`config.mk`:
```
export PLATFORM = sky130hd
export DESIGN_NAME = lru_tlb_table_top_flat
export DESIGN_NICKNAME = d
export VERILOG_FILES = /design/src/lrutlb_pkg.sv /design/src/lrutlb_if.sv /design/src/lrutlb_cell.sv /design/src/lru_tlb_table_top.sv /design/src/flat_wrapper.sv
export SDC_FILE = /design/constraint.sdc
export NUM_CORES = 1
export LEC_CHECK = 0
export ABC_AREA = 0
export BUFFER_PORTS_ARGS = -buffer_cell sky130_fd_sc_hd__clkbuf_2
export CORE_MARGIN = 10
export CORE_UTILIZATION = 35
export CTS_CLUSTER_SIZE = 28
export DETAILED_ROUTE_END_ITERATION = 10
export GPL_ROUTABILITY_DRIVEN = 1
export PLACE_DENSITY = 0.63
export SYNTH_ARGS = -nofsm -noshare
export SYNTH_HDL_FRONTEND = slang
export SYNTH_SLANG_ARGS = --single-unit
```
`constraint.sdc`:
```
create_clock -name clk -period 3.9 [get_ports clk]
set_input_delay 0.39 -clock clk [delete_from_list [all_inputs] [get_ports clk]]
set_output_delay 0.39 -clock clk [all_outputs]
set_load 0.01 [all_outputs]
```
`src/lrutlb_pkg.sv`:
```
// Shared types and constants for the LRU translation buffer.
// No dependencies; compile first.
package lrutlb_pkg;

  localparam int DEFAULT_ENTRIES = 16;
  localparam int PAGE_W          = 20;
  localparam int FRAME_W         = 16;
  localparam int OCC_W           = 5;

  localparam logic FUNC_ADD    = 1'b0;
  localparam logic FUNC_REMOVE = 1'b1;

  typedef enum logic [1:0] {
    S_IDLE,
    S_LOOK,
    S_UPD
  } tlb_state_t;

  // One translation held in a cell.
  typedef struct packed {
    logic               valid;
    logic [PAGE_W-1:0]  page;
    logic [FRAME_W-1:0] frame;
  } entry_t;

  // Per-cell move command for one update cycle.
  typedef struct packed {
    logic take_prev;   // load from the more recent neighbor
    logic take_next;   // load from the less recent neighbor
  } cell_ctl_t;

endpackage

```
`src/lrutlb_if.sv`:
```
// Valid/ready channel interfaces for request and response beats.
// Depends on lrutlb_pkg.
interface lrutlb_req_if
  import lrutlb_pkg::*;
  ();
  logic               valid;
  logic               ready;
  logic               func;
  logic [PAGE_W-1:0]  vpn;
  logic [FRAME_W-1:0] pfn;

  modport source (output valid, func, vpn, pfn, input ready);
  modport sink   (input valid, func, vpn, pfn, output ready);
endinterface

interface lrutlb_rsp_if
  import lrutlb_pkg::*;
  ();
  logic               valid;
  logic               ready;
  logic               was_present;
  logic               evicted;
  logic [PAGE_W-1:0]  evicted_page;
  logic [FRAME_W-1:0] evicted_frame;
  logic [OCC_W-1:0]   occupancy;
  logic               is_empty;

  modport source (output valid, was_present, evicted, evicted_page, evicted_frame,
                  occupancy, is_empty, input ready);
  modport sink   (input valid, was_present, evicted, evicted_page, evicted_frame,
                  occupancy, is_empty, output ready);
endinterface

```
`src/lrutlb_cell.sv`:
```
// One position of the recency list: holds an entry, compares its page,
// and loads from either neighbor when told to. Depends on lrutlb_pkg.
module lrutlb_cell
  import lrutlb_pkg::*;
(
  input  logic              clk,
  input  logic              rst_n,
  input  cell_ctl_t         ctl,
  input  entry_t            prev_i,
  input  entry_t            next_i,
  input  logic [PAGE_W-1:0] req_page,
  output entry_t            ent_o,
  output logic              match_o
);

  logic               valid_r, valid_nxt;
  logic [PAGE_W-1:0]  page_r, page_nxt;
  logic [FRAME_W-1:0] frame_r, frame_nxt;

  always_comb begin
    valid_nxt = valid_r;
    page_nxt  = page_r;
    frame_nxt = frame_r;
    if (ctl.take_prev) begin
      valid_nxt = prev_i.valid;
      page_nxt  = prev_i.page;
      frame_nxt = prev_i.frame;
    end else if (ctl.take_next) begin
      valid_nxt = next_i.valid;
      page_nxt  = next_i.page;
      frame_nxt = next_i.frame;
    end
  end

  always_ff @(posedge clk) begin
    if (!rst_n) begin
      valid_r <= 1'b0;
    end else begin
      valid_r <= valid_nxt;
    end
  end

  always_ff @(posedge clk) begin
    page_r  <= page_nxt;
    frame_r <= frame_nxt;
  end

  assign ent_o   = '{valid: valid_r, page: page_r, frame: frame_r};
  assign match_o = valid_r && (page_r == req_page);

endmodule

```
`src/lru_tlb_table_top.sv`:
```
// Top level of the fully associative LRU translation buffer.
// Depends on lrutlb_pkg, lrutlb_if and lrutlb_cell.
//
// Usage:
//   in_ch carries request beats (func, vpn, pfn); func
//   add inserts or refreshes a mapping, func remove deletes one.
//   out_ch carries one response beat per request: hit flag, eviction
//   flag and evicted pair, and the occupancy after the request.
//   Entries live in a row of ENTRIES cells ordered by recency, cell 0
//   most recent. An update shifts part or all of the row by one cell.
// Timing:
//   A request is accepted, compared in all cells (match vector
//   registered), then applied in the row update, which loads the
//   response register. The next request is accepted the cycle after
//   the update at the earliest, so a new request is not taken before
//   the last one has been applied.
// Reset and stall:
//   Synchronous active-low reset empties the table and drops any
//   pending response. A response waiting on out_ch does not stop the
//   next request from being accepted and compared; its update waits
//   until the response register is free.
module lru_tlb_table_top
  import lrutlb_pkg::*;
#(
  parameter int ENTRIES = DEFAULT_ENTRIES
)(
  input  logic          clk,
  input  logic          rst_n,
  lrutlb_req_if.sink    in_ch,
  lrutlb_rsp_if.source  out_ch
);

  localparam int CNT_W = $clog2(ENTRIES + 1);

  tlb_state_t state_r, state_nxt;

  logic               req_func_r;
  logic [PAGE_W-1:0]  req_page_r;
  logic [FRAME_W-1:0] req_frame_r;

  logic [ENTRIES-1:0] match_c, match_r;
  logic [ENTRIES-1:0] at_or_after, at_or_before;
  entry_t             ent [ENTRIES];
  cell_ctl_t          ctl [ENTRIES];

  logic [CNT_W-1:0] count_r, count_nxt;

  logic               out_valid_r;
  logic               out_present_r, out_evicted_r, out_empty_r;
  logic [PAGE_W-1:0]  out_ev_page_r;
  logic [FRAME_W-1:0] out_ev_frame_r;
  logic [OCC_W-1:0]   out_occ_r;

  logic accept, look_en, upd_en, hit, full, do_evict;

  // ---- control ----
  always_comb begin
    state_nxt = state_r;
    case (state_r)
      S_IDLE:  if (in_ch.valid) state_nxt = S_LOOK;
      S_LOOK:  state_nxt = S_UPD;
      S_UPD:   if (!out_valid_r || out_ch.ready) state_nxt = S_IDLE;
      default: state_nxt = S_IDLE;
    endcase
  end

  always_comb begin
    in_ch.ready = 1'b0;
    look_en     = 1'b0;
    upd_en      = 1'b0;
    case (state_r)
      S_IDLE:  in_ch.ready = 1'b1;
      S_LOOK:  look_en = 1'b1;
      S_UPD:   upd_en = !out_valid_r || out_ch.ready;
      default: ;
    endcase
  end

  assign accept = in_ch.valid && in_ch.ready;

  always_ff @(posedge clk) begin
    if (!rst_n) begin
      state_r <= S_IDLE;
    end else begin
      state_r <= state_nxt;
    end
  end

  always_ff @(posedge clk) begin
    if (accept) begin
      req_func_r  <= in_ch.func;
      req_page_r  <= in_ch.vpn;
      req_frame_r <= in_ch.pfn;
    end
    if (look_en) begin
      match_r <= match_c;
    end
  end

  // ---- cell row ----
  // Pages are unique, so match_r is one-hot or zero; each flag below is an
  // independent reduction over a masked copy of it.
  always_comb begin
    for (int i = 0; i < ENTRIES; i++) begin
      logic [ENTRIES-1:0] lo_mask;
      lo_mask         = ENTRIES'((2 * ({{(ENTRIES-1){1'b0}}, 1'b1} << i)) - 1);
      at_or_after[i]  = |(match_r & lo_mask);
      at_or_before[i] = |(match_r & ~(lo_mask >> 1));
    end
  end

  assign hit      = |match_r;
  assign full     = (count_r == CNT_W'(ENTRIES));
  assign do_evict = (req_func_r == FUNC_ADD) && !hit && full;

  always_comb begin
    for (int i = 0; i < ENTRIES; i++) begin
      ctl[i] = '{take_prev: 1'b0, take_next: 1'b0};
      if (upd_en) begin
        if (req_func_r == FUNC_ADD) begin
          // refresh: shift down through the hit cell; insert: shift all
          ctl[i].take_prev = hit ? at_or_before[i] : 1'b1;
        end else begin
          ctl[i].take_next = at_or_after[i];
        end
      end
    end
  end

  for (genvar g = 0; g < ENTRIES; g++) begin : g_cell
    entry_t prev_d, next_d;
    if (g == 0) begin : g_head
      assign prev_d = '{valid: 1'b1, page: req_page_r, frame: req_frame_r};
    end else begin : g_mid
      assign prev_d = ent[g-1];
    end
    if (g == ENTRIES - 1) begin : g_tail
      assign next_d = '0;
    end else begin : g_body
      assign next_d = ent[g+1];
    end

    lrutlb_cell u_cell (
      .clk      (clk),
      .rst_n    (rst_n),
      .ctl      (ctl[g]),
      .prev_i   (prev_d),
      .next_i   (next_d),
      .req_page (req_page_r),
      .ent_o    (ent[g]),
      .match_o  (match_c[g])
    );
  end

  // ---- occupancy ----
  always_comb begin
    count_nxt = count_r;
    if (req_func_r == FUNC_ADD) begin
      if (!hit && !full) count_nxt = count_r + CNT_W'(1);
    end else if (hit) begin
      count_nxt = count_r - CNT_W'(1);
    end
  end

  always_ff @(posedge clk) begin
    if (!rst_n) begin
      count_r     <= '0;
      out_valid_r <= 1'b0;
    end else begin
      if (upd_en) begin
        count_r <= count_nxt;
      end
      if (upd_en) begin
        out_valid_r <= 1'b1;
      end else if (out_ch.ready) begin
        out_valid_r <= 1'b0;
      end
    end
  end

  // ---- response register ----
  always_ff @(posedge clk) begin
    if (upd_en) begin
      out_present_r  <= hit;
      out_evicted_r  <= do_evict;
      out_ev_page_r  <= do_evict ? ent[ENTRIES-1].page  : '0;
      out_ev_frame_r <= do_evict ? ent[ENTRIES-1].frame : '0;
      out_occ_r      <= OCC_W'(count_nxt);
      out_empty_r    <= (count_nxt == '0);
    end
  end

  assign out_ch.valid         = out_valid_r;
  assign out_ch.was_present   = out_present_r;
  assign out_ch.evicted       = out_evicted_r;
  assign out_ch.evicted_page  = out_ev_page_r;
  assign out_ch.evicted_frame = out_ev_frame_r;
  assign out_ch.occupancy     = out_occ_r;
  assign out_ch.is_empty      = out_empty_r;

endmodule

```
`src/flat_wrapper.sv`:
```
// flat-port wrapper written by rule: the top's interface ports become plain ports
module lru_tlb_table_top_flat import lrutlb_pkg::*;
#(
  parameter int ENTRIES = DEFAULT_ENTRIES
)
  (clk, rst_n, in_ch_valid, in_ch_func, in_ch_vpn, in_ch_pfn, in_ch_ready, out_ch_valid, out_ch_was_present, out_ch_evicted, out_ch_evicted_page, out_ch_evicted_frame, out_ch_occupancy, out_ch_is_empty, out_ch_ready);
  lrutlb_req_if in_ch_i ();
  lrutlb_rsp_if out_ch_i ();
  input  logic clk;
  input  logic rst_n;
  input wire logic [$bits(in_ch_i.valid)-1:0] in_ch_valid;
  input wire logic [$bits(in_ch_i.func)-1:0] in_ch_func;
  input wire logic [$bits(in_ch_i.vpn)-1:0] in_ch_vpn;
  input wire logic [$bits(in_ch_i.pfn)-1:0] in_ch_pfn;
  output wire logic [$bits(in_ch_i.ready)-1:0] in_ch_ready;
  output wire logic [$bits(out_ch_i.valid)-1:0] out_ch_valid;
  output wire logic [$bits(out_ch_i.was_present)-1:0] out_ch_was_present;
  output wire logic [$bits(out_ch_i.evicted)-1:0] out_ch_evicted;
  output wire logic [$bits(out_ch_i.evicted_page)-1:0] out_ch_evicted_page;
  output wire logic [$bits(out_ch_i.evicted_frame)-1:0] out_ch_evicted_frame;
  output wire logic [$bits(out_ch_i.occupancy)-1:0] out_ch_occupancy;
  output wire logic [$bits(out_ch_i.is_empty)-1:0] out_ch_is_empty;
  input wire logic [$bits(out_ch_i.ready)-1:0] out_ch_ready;
  assign in_ch_i.valid = in_ch_valid;
  assign in_ch_i.func = in_ch_func;
  assign in_ch_i.vpn = in_ch_vpn;
  assign in_ch_i.pfn = in_ch_pfn;
  assign in_ch_ready = in_ch_i.ready;
  assign out_ch_valid = out_ch_i.valid;
  assign out_ch_was_present = out_ch_i.was_present;
  assign out_ch_evicted = out_ch_i.evicted;
  assign out_ch_evicted_page = out_ch_i.evicted_page;
  assign out_ch_evicted_frame = out_ch_i.evicted_frame;
  assign out_ch_occupancy = out_ch_i.occupancy;
  assign out_ch_is_empty = out_ch_i.is_empty;
  assign out_ch_i.ready = out_ch_ready;
  lru_tlb_table_top #(.ENTRIES(ENTRIES)) u_core (.clk(clk), .rst_n(rst_n), .in_ch(in_ch_i), .out_ch(out_ch_i));
endmodule
```
# ---- After elaboration in Yosys (flattened, before gate mapping)
# Cells that the tools add are included.
dict set report word_totals {
  register_bits 697
  latchBits 0
  mem_bits_rw 0
  mem_bits_ro 0
  inputBits 41
  out_inout_bits 46
  elab_cells 328
  mem_count 0
}
dict set report op_classes {
  add_sub_neg 2
  mul 0
  div_mod_pow 0
  magnitude_cmp 0
  n_eq_ne 21
  n_shift 0
  mux 170
  n_bitwise 1
  n_reduce_logical 73
}
# operator n
set ops {}
lappend ops {{20-bit 2-to-1 mux} 32}
lappend ops {{16-bit 2-to-1 mux} 32}
lappend ops {{20-bit == test} 16}
lappend ops {{1-bit 2-to-1 mux} 84}
lappend ops {{2-bit 2-to-1 mux} 18}
lappend ops {{2-bit nonzero test} 17}
lappend ops {{15-bit OR reduction} 2}
lappend ops {{14-bit OR reduction} 2}
lappend ops {{13-bit OR reduction} 2}
lappend ops {{12-bit OR reduction} 2}
lappend ops {{11-bit OR reduction} 2}
lappend ops {{1-bit logical AND} 20}
lappend ops {{10-bit OR reduction} 2}
lappend ops {{9-bit OR reduction} 2}
lappend ops {{16-bit OR reduction} 1}
lappend ops {{8-bit OR reduction} 2}
lappend ops {{5-bit 2-to-1 mux} 3}
lappend ops {{7-bit OR reduction} 2}
lappend ops {{6-bit OR reduction} 2}
lappend ops {{5-bit OR reduction} 2}
lappend ops {{4-bit OR reduction} 2}
lappend ops {{2-bit one-hot mux with 3 select lines} 1}
lappend ops {{3-bit OR reduction} 2}
lappend ops {{5-bit by 1-bit adder with 5-bit output (second input constant)} 1}
lappend ops {{other kinds (13)} 16}

# ---- Depth between registers and ports, before layout
# Gate-level depths: netlist of run 1.
dict set report logic_depth {
  depth_word 6
  ltp_mapped 9
  mapped_depth_nobuf 8
}

# ---- Hierarchy
# From an unflattened synthesis of run 1, not the netlist that was laid out.
dict set report hier_totals {
  hier_cells 2038
  area_unflattened_um2 32728.9
}
# module n_inst cells_per_inst area_each_um2 seq_area_each_um2
set modules_own_cells {}
lappend modules_own_cells {lrutlb_cell 16 110 1789.2 1101.1}
lappend modules_own_cells {lru_tlb_table_top 1 278 4101.4 3072.9}

# ---- Worst setup path before layout of run 1
# Ideal clock, no wire load.
dict set report synth_timing {
  path_kind {register to register}
  start {register u_core.req_func_r}
  end {register u_core.g_cell[14].u_cell.frame_r[0] (enable)}
  setup_time_ns 0.479
  t_arrival_ns 3.410
  required_time_ns 3.421
  setup_slack_ns 0.011
  stages_incl_launch_ff 4
  path_buffers 1
  period_less_slack_ns 3.889
  cell_sequence {edfxtp_1 -> clkbuf_1 -> nand3_1 -> o21ai_0}
}
dict set report synth_via {
  elab_chain_len 3
  word_cells_on_any_way 4
  cone_classes {3 x mux; 1 x reduce/logical}
}
# element line_no
set synth_rtl {}
lappend synth_rtl {{start, declared} lru_tlb_table_top.sv:37} ;# logic req_func_r;
lappend synth_rtl {{start signal, assigned} lru_tlb_table_top.sv:91} ;# req_func_r <= in_ch.func;
lappend synth_rtl {{1-bit 2-to-1 mux} lru_tlb_table_top.sv:120} ;# if (req_func_r == FUNC_ADD) begin
lappend synth_rtl {{2-bit 2-to-1 mux (*)} lru_tlb_table_top.sv:119} ;# if (upd_en) begin
lappend synth_rtl {{2-bit nonzero test (no line) (*)} -}
lappend synth_rtl {{end signal, assigned} lrutlb_cell.sv:45} ;# frame_r <= frame_nxt;
lappend synth_rtl {{end, declared} lrutlb_cell.sv:18} ;# logic [FRAME_W-1:0] frame_r, frame_nxt;
# Every way passes the cells marked *; elsewhere a longest branch is shown, timed or not.
# A chain may end at the register's enable or synchronous reset.

# ---- Final worst setup path of run 1
dict set report layout_timing {
  start {register u_core.match_r[14]}
  end {register u_core.g_cell[1].u_cell.frame_r[9], data pin}
}
dict set report layout_via {
  elab_chain_len 5
  word_cells_on_any_way 6
  cone_classes {4 x mux; 2 x reduce/logical}
}
# element line_no
set layout_rtl {}
lappend layout_rtl {{start, declared} lru_tlb_table_top.sv:41} ;# logic [ENTRIES-1:0] match_c, match_r;
lappend layout_rtl {{start signal, assigned} lru_tlb_table_top.sv:96} ;# match_r <= match_c;
lappend layout_rtl {{16-bit OR reduction or 15-bit OR reduction (tied branches)} {lru_tlb_table_top.sv:112, lru_tlb_table_top.sv:108}}
lappend layout_rtl {{1-bit 2-to-1 mux (*)} lru_tlb_table_top.sv:122} ;# ctl[i].take_prev = hit ? at_or_before[i] : 1'b1;
lappend layout_rtl {{1-bit 2-to-1 mux (*)} lru_tlb_table_top.sv:120}
lappend layout_rtl {{2-bit 2-to-1 mux (*)} lru_tlb_table_top.sv:119}
lappend layout_rtl {{16-bit 2-to-1 mux (*)} lrutlb_cell.sv:24} ;# if (ctl.take_prev) begin
lappend layout_rtl {{named net u_core.g_cell[1].u_cell.frame_nxt[9]} lrutlb_cell.sv:18}
lappend layout_rtl {{end signal, assigned} lrutlb_cell.sv:45}
lappend layout_rtl {{end, declared} lrutlb_cell.sv:18}
# The timed path passes the listed nets; every way through them passes the cells marked *.

==> results.ini, run 1 <==
[outcome]
status = complete, no violations

[cts]
h-tree-depth = 3
cts_resized = 0
cts_made_buffers = 75
clockRootBuffer = clkbuf_16
clk_pin_slew_ns = 0.06
clk_latency_ns = 0.64
cts_setup_buffers = 0
cts_hold_buf = 38
cts_buffer_depth = 3
cts.sinks = 697
cts_tree = done

[sta]
finalHoldViolations = 0
drv_slew = 0
worst_slew_pin_slew_ns = 1.05
finalWorstPathRequiredPeriod_ns = 3.00
relSlewSlack_pct = 29.8
rsz0062_at_grt = false
setup_slack_ns = 0.904
finalSetupViolCount = 0
fin_crit_sh_pct = 76.8
max_freq_ghz = 0.334
fin_worst_skew_ns = 0.0161
final.setup.tns_ns = 0

[logic_synthesis]
synth.most_common_cell = edfxtp_1
syn_nets = 2324
synthFlopType = edfxtp_1
syn_inst = 2281
synth_simple_gate_area_share_pct = 8.82
synth_compound_area_share_pct = 1.54
synth_top_family_by_area = multiplexers
synthTopCellsByCount = 673 x edfxtp_1, 407 x mux2_2, 351 x nand2_1
netlist_area_um2 = 32600
yosys.area_share.xor_xnor_pct = 8.74
synth-seq-cells = 697
synth_cell_types = 59
syn_avg_cell_area_um2 = 14.3
synth_area_leaders = edfxtp_1 62%, mux2_2 14%, xor2_1 4.5%
yosys_warnings = 0
yosys.area.top_type_share_pct = 62.0
muxShareOfSynthArea_pct = 15.5
yosysTopAreaCell = edfxtp_1
async_flop_share_pct = 0
synth_seq_area_share_pct = 63.5
synth_edf_count = 673
synthAdderAreaFrac_pct = 0.0768

[grt]
grt_pass1_wl_mm = 126
grt_pass1_vias = 20200
grt_overflow = 0
grt_antenna_before_repair = 0
grt_use_total_pct = 15.1
grt_max_degree = 49

[layout]
regArea_um2 = 20700
final_util_pct = 40.7
area_growth_pct = 15.1
final_nets = 2477
nFillCells = 8420
drive_gt1_share_pct = 28.7
multi_input_area_um2 = 11400

[placement]
dp_hpwl_mm = 58.6
port_buffers = 86
place_ws_ns = 0.923
gp_congestion = 0.843

[drt]
ant_nets = 0
vias = 19000
dr.pass1.iters = 5
drc = 0
drt_wl_total_mm = 82.6
drt_iter0_drc = 1582
post_drt_via_cell_ratio = 5.09
routedWlPerCell_um = 22.1

[run]
drv_cap = 0

[critical_path]
worstSetupPathType = register to register
critPathMaxFanout = 34
cp-end-kind = register
cp.arrival_ns = 3.38
cp.required_ns = 4.28
crit_path_start_kind = register

[die]
die_w_um = 325
core_area_um2 = 92100
die_area_um2 = 106000
initial_core_util_pct = 35.4
pin_count = 87
die_h_um = 325
row_count = 111

[min_path]
worst_hold_path_type = input pin to register

[pwr]
p_leak_uw = 0.0130
power_density_nw_per_um2 = 445
vdd_drop_max_uv = 286

## final timing paths
kind,start,to,slack [ns],depth (start not counted)
hold reg to reg,u_core.g_cell[6].u_cell.valid_r$_SDFFE_PN0P_,u_core.g_cell[7].u_cell.valid_r$_SDFFE_PN0P_,0.50,1
setup / recovery,u_core.match_r[14]$_DFFE_PN_,u_core.g_cell[1].u_cell.frame_r[9]$_DFFE_PP_,0.90,5
hold / removal,out_ch_ready,u_core.out_ch.valid$_SDFFE_PN0P_,0.14,3
setup reg to reg,u_core.match_r[14]$_DFFE_PN_,u_core.g_cell[1].u_cell.frame_r[9]$_DFFE_PP_,0.90,5
## area by class of cell
cell class	count	share of cell area, %
clock inverters	39	1.08
flip-flops and latches	697	55.1
multi-input cells	1449	30.5
repair buffers	200	3.72
diodes	1	0.00667
inverters	11	0.110
clock buffers	97	5.31
well taps	1243	4.15
## critical path: stages (launching register included)
cell	delay (ns)
edfxtp_1	0.52
nor4_4	0.53
o2111ai_1	0.43
o41ai_4	0.55
buf_12	0.29
mux2_2	0.38
## state kept, by name, indices dropped and copies added (netlist names), 16 cells and up
| signal | cells |
|---|---|
| u_core.req_frame_r | 16 |
| u_core.g_cell.u_cell.frame_r | 256 |
| u_core.g_cell.u_cell.page_r | 320 |
| u_core.out_ch.evicted_frame | 16 |
| u_core.out_ch.evicted_page | 20 |
| u_core.match_r | 16 |
| u_core.g_cell.u_cell.valid_r | 16 |
| u_core.req_page_r | 20 |
## through the flow
step,power [uW],std cells,area (um2),hold slack [ns]
after CTS,16900,3736,37500,0.116
final,16700,3737,37500,0.137
after detailed placement,9760,3562,34700,0.493
after global placement,9730,3562,34700,0.488
after global routing,17300,3736,37500,0.163
after floorplan,9370,2281,32600,0.472
## power by group
| part | switching (uW) | internal [uW] |
|---|---|---|
| logic | 540 | 429 |
| registers | 231 | 8440 |
| clock network | 3030 | 4040 |
| total | 3800 | 12900 |
## placed cells by master (no fill, tap or decap), types with 7 or more instances in the layout
cell type,synthesis,final
a21oi_1,15,14
and2_1,79,78
buf_4,6,75
clkbuf_1,71,20
clkbuf_16,0,76
clkbuf_2,0,86
clkinv_1,0,17
clkinv_2,0,8
dfxtp_1,24,24
dlygate4sd3_1,0,38
edfxtp_1,673,673
inv_1,10,9
mux2_1,7,7
mux2_2,407,407
mux2_4,19,19
mux2i_1,10,10
nand2_1,351,351
nand3_1,22,22
nand4_1,45,45
nor2_1,9,8
nor3_1,13,13
nor4_1,57,57
o21ai_0,23,21
xnor2_1,156,156
xor2_1,169,169
## kinds of logic after synthesis
logic type,count (synthesis)
AOI/OAI and AO/OA,77
xor gates and xnor gates,325
adders and majority gates,2
buffers and inverters,135
DFF,697
muxes,443
and+or+nand+nor,602
## per-layer routing
metal / up-vias / part of all wire (%) / track usage (%)
met2: 494 / 48 / 25.2
met4: 0 / 2.0 / 3.68
li1: 8627 / - / -
met1: 9770 / 45 / 20.4
met3: 114 / 4.8 / 2.33
met5: - / 0 / 0
Power figures use the tool's default switching activity.
==> run 2, diff against run 1 <==
--- a/config.mk
+++ b/config.mk
@@ -12,7 +12,7 @@
 export CTS_CLUSTER_SIZE = 28
 export DETAILED_ROUTE_END_ITERATION = 10
 export GPL_ROUTABILITY_DRIVEN = 1
-export PLACE_DENSITY = 0.63
+export PLACE_DENSITY = 0.61
 export SYNTH_ARGS = -nofsm -noshare
 export SYNTH_HDL_FRONTEND = slang
 export SYNTH_SLANG_ARGS = --single-unit
==> constraint.sdc (replaced) <==
create_clock -name clk -period 2.9 [get_ports clk]
set_input_delay 0.29 -clock clk [delete_from_list [all_inputs] [get_ports clk]]
set_output_delay 0.29 -clock clk [all_outputs]
set_load 0.01 [all_outputs]
==> run 2 against run 1 <==
  * Clock skew increased by 0.0082 ns
  * Flip-flop and latch count did not move
  * Die area did not move
  * Sequential power rose by 34%
  * Core utilization is 0.67 points higher
  * Combinational power is 39% higher
  * Worst hold slack worse by 0.081 ns
  * Register-to-register slack got worse by 0.74 ns
  * Worst setup slack lost 0.74 ns
  * Final cell count grew 0.67%
  * Critical path depth increased by 2
  * Critical path type unchanged
  * Critical endpoint is now u_core.g_cell[1].u_cell.frame_r[11]$_DFFE_PP_
  * Largest power group unchanged
==> results.ini, run 2 (synthesized netlist as in run 1, its figures left out) <==
[outcome]
status = complete, no violations  ; unchanged

[sta]
relSlewSlack_pct = 20.4  ; was 29.8%
finalHoldViolations = 0  ; unchanged
drv_slew = 0  ; unchanged
setup_slack_ns = 0.167  ; was 0.904 ns
finalWorstPathRequiredPeriod_ns = 2.73  ; was 3.00 ns
fin_crit_sh_pct = 94.2  ; was 76.8%
finalSetupViolCount = 0  ; unchanged
final.setup.tns_ns = 0  ; unchanged
fin_worst_skew_ns = 0.0243  ; was 0.0161 ns
rsz0062_at_grt = false  ; unchanged
worst_slew_pin_slew_ns = 1.19  ; was 1.05 ns
max_freq_ghz = 0.366  ; was 0.334 GHz

[die]
die_w_um = 325  ; unchanged
row_count = 111  ; unchanged
die_area_um2 = 106000  ; unchanged
core_area_um2 = 92100  ; unchanged
pin_count = 87  ; unchanged
die_h_um = 325  ; unchanged
initial_core_util_pct = 35.4  ; unchanged

[critical_path]
worstSetupPathType = register to register  ; unchanged
cp-end-kind = register  ; unchanged
cp.required_ns = 3.20  ; was 4.28 ns
critPathMaxFanout = 39  ; was 34
critPathMostFrequentCell = buf_4
critical_path.cell_chain = nor4_4 > o2111ai_1 > buf_4 > o41ai_4 > buf_12 > nand2_2 > buf_4  ; was nor4_4 > o2111ai_1 > o41ai_4 > buf_12 > mux2_2
slowest_stage = nor4_4  ; was o41ai_4
cpPeakStageDelay_ns = 0.51  ; was 0.55 ns
cp.arrival_ns = 3.04  ; was 3.38 ns
crit_path_start_kind = register  ; unchanged

[layout]
reg.largest.list = u_core.g_cell.u_cell.page_r x320, u_core.g_cell.u_cell.frame_r x256  ; unchanged
mostFrequentLayoutCell = edfxtp_1  ; unchanged
drive_gt1_share_pct = 29.9  ; was 28.7%
largest_reg_flops = 320  ; unchanged
final_nets = 2501  ; was 2477
area_growth_pct = 17.0  ; was 15.1%
largest_register = u_core.g_cell.u_cell.page_r  ; unchanged
finalInstanceArea_um2 = 38100  ; was 37500 um2
layout_common_cells = 673 x edfxtp_1, 407 x mux2_2, 349 x nand2_1  ; was 673 x edfxtp_1, 407 x mux2_2, 351 x nand2_1
antennaDiodeCount = 0  ; was 1
final_util_pct = 41.4  ; was 40.7%

[drt]
drc = 0  ; unchanged
ant_nets = 0  ; unchanged
vias = 18800  ; was 19000
post_drt_via_cell_ratio = 5.00  ; was 5.09
drt_wl_total_mm = 81.7  ; was 82.6 mm
dr.pass1.iters = 5  ; unchanged
drt_iter0_drc = 1455  ; was 1582
routedWlPerCell_um = 21.7  ; was 22.1 um

[placement]
port_buffers = 86  ; unchanged
place_ws_ns = 0.117  ; was 0.923 ns
dp_hpwl_mm = 59.2  ; was 58.6 mm
place_area_um2 = 35100  ; was 34700 um2
gp_congestion = 0.864  ; was 0.843

[pwr]
p_leak_uw = 0.0133  ; was 0.0130 uW
fin_total_pwr_uw = 23400  ; was 16700 uW
vdd_drop_max_uv = 449  ; was 286 uV
power_density_nw_per_um2 = 613  ; was 445 nW/um2

[cts]
clk_pin_slew_ns = 0.06  ; about the same
cts_resized = 0  ; unchanged
cts_tree = done  ; unchanged
cts.sinks = 697  ; unchanged
clk_latency_ns = 0.63  ; was 0.64 ns
cts_made_buffers = 80  ; was 75
h-tree-depth = 3  ; unchanged
cts_setup_buffers = 0  ; unchanged
clockRootBuffer = clkbuf_16  ; unchanged
cts_buffer_depth = 3  ; unchanged

[min_path]
worst_hold_path_type = input pin to register  ; unchanged

[grt]
grt_pass1_wl_mm = 125  ; was 126 mm
grt_overflow = 0  ; unchanged
grt_pass1_vias = 20300  ; was 20200
grt_antenna_before_repair = 0  ; unchanged
grt_max_degree = 48  ; was 49
grt_use_total_pct = 14.9  ; was 15.1%

[run]
drv_cap = 0  ; unchanged

## run 2: through the flow
stage,std cells,hold WS (ns)
5_1_grt,3762,0.0627
3_5_place_dp,3581,0.469
4_1_cts,3762,0.0165
2_1_floorplan,2281,0.389
6_report,3762,0.0558
3_3_place_gp,3581,0.471
## run 2: path summary, 6_finish.rpt
kind / startpoint / end / slack, ns / depth (start not counted)
hold / removal: out_ch_ready / u_core.out_ch.valid$_SDFFE_PN0P_ / 0.06 / 3
setup reg to reg: u_core.match_r[12]$_DFFE_PN_ / u_core.g_cell[1].u_cell.frame_r[11]$_DFFE_PP_ / 0.17 / 7
hold reg to reg: u_core.req_frame_r[13]$_DFFE_PP_ / u_core.g_cell[0].u_cell.frame_r[13]$_DFFE_PP_ / 0.51 / 2
setup / recovery: u_core.match_r[12]$_DFFE_PN_ / u_core.g_cell[1].u_cell.frame_r[11]$_DFFE_PP_ / 0.17 / 7
## run 2: where the power goes
group	switching (uW)	internal, uW
Clock	4140	6230
Sequential	289	11300
Combinational	750	600
## run 2: area by class of cell
class                      count  area [um2]
clock inverter                48         588
timing repair buffer         219        1720
inverter                      11        45.0
multi-input combinational   1449       11400
fill                        8426       53900
tap                         1243        1560
clock buffer                  95        2090
sequential                   697       20700
## run 2: worst max-delay path: cells and delay by family (launching register included)
family / cells / cell delay (ns)
buffers and inverters: 3 / 0.78
AOI/OAI and AO/OA: 2 / 0.52
DFF: 1 / 0.47
and+or+nand+nor: 2 / 0.58
## run 2: what timing repair did
action,in CTS,in global routing
hold buffers,38,0
endpoints found under the setup margin,0,67
hold endpoints to repair,38,0
## run 2: metal layers
metal | share of wire, % | track usage (%) | vias to the layer above
met5 | 0 | 0 | -
li1 | - | - | 8665
met1 | 44 | 19.6 | 9576
met3 | 4.6 | 2.46 | 104
met2 | 50 | 25.5 | 477
met4 | 2.0 | 3.66 | 0
==> run 3, diff against run 2 <==
--- a/config.mk
+++ b/config.mk
@@ -8,11 +8,11 @@
 export ABC_AREA = 0
 export BUFFER_PORTS_ARGS = -buffer_cell sky130_fd_sc_hd__clkbuf_2
 export CORE_MARGIN = 10
-export CORE_UTILIZATION = 35
+export CORE_UTILIZATION = 50
 export CTS_CLUSTER_SIZE = 28
 export DETAILED_ROUTE_END_ITERATION = 10
 export GPL_ROUTABILITY_DRIVEN = 1
-export PLACE_DENSITY = 0.61
+export PLACE_DENSITY = 0.77
 export SYNTH_ARGS = -nofsm -noshare
 export SYNTH_HDL_FRONTEND = slang
 export SYNTH_SLANG_ARGS = --single-unit
==> run 3 against run 2 <==
  * Final cell count shrank 11%
  * Sequential share of layout area grew 1.2 points
  * Flip-flop and latch count is the same
  * Worst hold slack lost 0.012 ns
  * Clock skew shrank 0.0099 ns
  * Worst setup slack gained 0.038 ns
  * Largest cell class unchanged
==> results.ini, run 3 (synthesized netlist as in run 1, its figures left out) <==
[outcome]
status = complete, no violations  ; unchanged

[pwr]
internal_power_uw = 17300  ; was 18200 uW
power.share.sequential_pct = 52.3  ; was 49.8%
fin_total_pwr_uw = 22200  ; was 23400 uW
power_density_nw_per_um2 = 596  ; was 613 nW/um2
p_comb_share_pct = 6.1  ; was 5.8%
p_clk_share_pct = 41.7  ; was 44.4%
switchingPower_uw = 4930  ; was 5180 uW
p_leak_uw = 0.0131  ; was 0.0133 uW
vdd_drop_max_uv = 426  ; was 449 uV
switching_share_pct = 22.2  ; about the same

[cts]
clk_latency_ns = 0.62  ; was 0.63 ns
clk_pin_slew_ns = 0.06  ; about the same
cts_made_buffers = 74  ; was 80
cts_buffer_depth = 3  ; unchanged
h-tree-depth = 3  ; unchanged
cts_tree = done  ; unchanged
cts.sinks = 697  ; unchanged
clockRootBuffer = clkbuf_16  ; unchanged

[critical_path]
crit_path_start_kind = register  ; unchanged
cp-end-kind = register  ; unchanged
r2r-end = u_core.g_cell[14].u_cell.frame_r[9]$_DFFE_PP_  ; was u_core.g_cell[1].u_cell.frame_r[11]$_DFFE_PP_
cp.required_ns = 3.12  ; was 3.20 ns
worstSetupPathType = register to register  ; unchanged
cpPeakStageDelay_ns = 0.95  ; was 0.51 ns
critical_path.cell_chain = nor3_2 > buf_4 > nand4_1 > nor4_2 > buf_4 > o21ai_4  ; was nor4_4 > o2111ai_1 > buf_4 > o41ai_4 > buf_12 > nand2_2 > buf_4
r2r_start = u_core.match_r[2]$_DFFE_PN_  ; was u_core.match_r[12]$_DFFE_PN_
r2r_cells = 6  ; was 7
critPathMostFrequentCell = buf_4  ; unchanged
slowest_stage = o21ai_4  ; was nor4_4
critPathMaxFanout = 36  ; was 39
cp.arrival_ns = 2.91  ; was 3.04 ns
reg2reg_slack_ns = 0.21  ; was 0.17 ns

[placement]
dp_hpwl_mm = 55.3  ; was 59.2 mm
dp_cells = 3192  ; was 3581
gp_congestion = 0.887  ; was 0.864
port_buffers = 86  ; unchanged
place_area_um2 = 34600  ; was 35100 um2
place_ws_ns = 0.176  ; was 0.117 ns

[sta]
max_freq_ghz = 0.371  ; was 0.366 GHz
setup_slack_ns = 0.205  ; was 0.167 ns
fin_worst_skew_ns = 0.0144  ; was 0.0243 ns
drv_slew = 0  ; unchanged
finalWorstPathRequiredPeriod_ns = 2.69  ; was 2.73 ns
worst_slew_pin_slew_ns = 1.29  ; was 1.19 ns
relSlewSlack_pct = 13.6  ; was 20.4%
fin_crit_sh_pct = 92.9  ; was 94.2%
finalSetupViolCount = 0  ; unchanged
finalHoldViolations = 0  ; unchanged

[grt]
grt_antenna_before_repair = 0  ; unchanged
grt_pass1_wl_mm = 119  ; was 125 mm
grt_pass1_vias = 20100  ; was 20300
grt_max_degree = 48  ; unchanged
grt_use_total_pct = 20.2  ; was 14.9%
grt_overflow = 0  ; unchanged

[layout]
reg.largest.list = u_core.g_cell.u_cell.page_r x320, u_core.g_cell.u_cell.frame_r x256  ; unchanged
final_util_pct = 57.9  ; was 41.4%
final_nets = 2494  ; was 2501
largest_register = u_core.g_cell.u_cell.page_r  ; unchanged
largest_reg_flops = 320  ; unchanged
area_growth_pct = 14.5  ; was 17.0%
drive_gt1_share_pct = 29.4  ; was 29.9%
mostFrequentLayoutCell = edfxtp_1  ; unchanged
finalNonFillerCells = 3359  ; was 3762
finalInstanceArea_um2 = 37300  ; was 38100 um2
antennaDiodeCount = 0  ; unchanged
layout_common_cells = 673 x edfxtp_1, 407 x mux2_2, 349 x nand2_1  ; unchanged

[drt]
dr.pass1.iters = 6  ; was 5
drc = 0  ; unchanged
ant_nets = 0  ; unchanged
vias = 19200  ; was 18800
routedWlPerCell_um = 23.2  ; was 21.7 um
drt_wl_total_mm = 78.0  ; was 81.7 mm
drt_iter0_drc = 1762  ; was 1455
post_drt_via_cell_ratio = 5.73  ; was 5.00

[run]
drv_cap = 0  ; unchanged

[die]
die_area_um2 = 75800  ; was 106000 um2
row_count = 93  ; was 111
pin_count = 87  ; unchanged
core_area_um2 = 64500  ; was 92100 um2
die_w_um = 275  ; was 325 um
die_h_um = 275  ; was 325 um
initial_core_util_pct = 50.5  ; was 35.4%

[min_path]
worst_hold_path_type = input pin to register  ; unchanged
hold_path_depth = 3  ; unchanged
min_to = u_core.out_ch.valid$_SDFFE_PN0P_  ; unchanged
hold_start = out_ch_ready  ; unchanged

==> run 3: changes by cell type in the layout (fill, tap and decap cells not counted), sizes merged <==
cell / previous run / this run
buf: 95 / 94
clkbuf: 181 / 177
clkinv: 31 / 27
bufinv: 12 / 6
==> run 3: final cells by class <==
type | count | area (um2)
Fill cell | 5018 | 27200
Timing Repair Buffer | 218 | 1700
Tap cell | 855 | 1070
Multi-Input combinational cell | 1449 | 11400
Sequential cell | 697 | 20700
Clock buffer | 91 | 1970
Inverter | 11 | 45.0
Clock inverter | 38 | 374
==> run 3: what timing repair did <==
action | in CTS | in global routing
setup endpoints to repair | 0 | 35
hold endpoints to repair | 38 | 0
buffers inserted | 0 | 0
hold buffers | 38 | 0
resized for setup | 0 | 1
==> run 3: critical path, delay by kind of cell, from the launching register on <==
kind,cells,cell delay [ns]
AND/OR/NAND/NOR,3,0.52
AO/OA/AOI/OAI,1,0.95
buffers and inverters,2,0.33
flip-flops,1,0.45
==> run 3: power groups by stage <==
stage	registers, uW	clock network [uW]	logic (uW)
2_1_floorplan	11700	0	917
3_3_place_gp	11800	0	1250
3_5_place_dp	11800	0	1290
4_1_cts	11600	9410	1340
5_1_grt	11600	9830	1450
6_report	11600	9270	1350
==> run 3: through the flow <==
step	TNS, ns	hold WS, ns
finish	0	0.0440
global route	-0.00367	0.0669
CTS	0	0.0259
detailed placement	0	0.469
global placement	0	0.470
floorplan	0	0.389
==> run 3: layer usage <==
metal	share of wire, %	track usage, %	vias to the layer above
met5	0	0	-
met4	2.0	5.61	0
met3	5.8	3.37	109
met2	51	34.3	581
met1	42	26.3	9892
li1	-	-	8654
==> run 3: worst max path at each step <==
stage / from / end / slack [ns]
3_5_place_dp: u_core.match_r[10]$_DFFE_PN_ / u_core.g_cell[14].u_cell.frame_r[10]$_DFFE_PP_ / 0.18
4_1_cts: u_core.match_r[2]$_DFFE_PN_ / u_core.g_cell[14].u_cell.frame_r[8]$_DFFE_PP_ / 0.15
6_report: u_core.match_r[2]$_DFFE_PN_ / u_core.g_cell[14].u_cell.frame_r[9]$_DFFE_PP_ / 0.21
3_3_place_gp: u_core.match_r[10]$_DFFE_PN_ / u_core.g_cell[14].u_cell.frame_r[10]$_DFFE_PP_ / 0.21
2_1_floorplan: u_core.match_r[12]$_DFFE_PN_ / u_core.g_cell[9].u_cell.frame_r[0]$_DFFE_PP_ / 0.008
5_1_grt: u_core.match_r[10]$_DFFE_PN_ / u_core.g_cell[12].u_cell.valid_r$_SDFFE_PN0P_ / -0.004
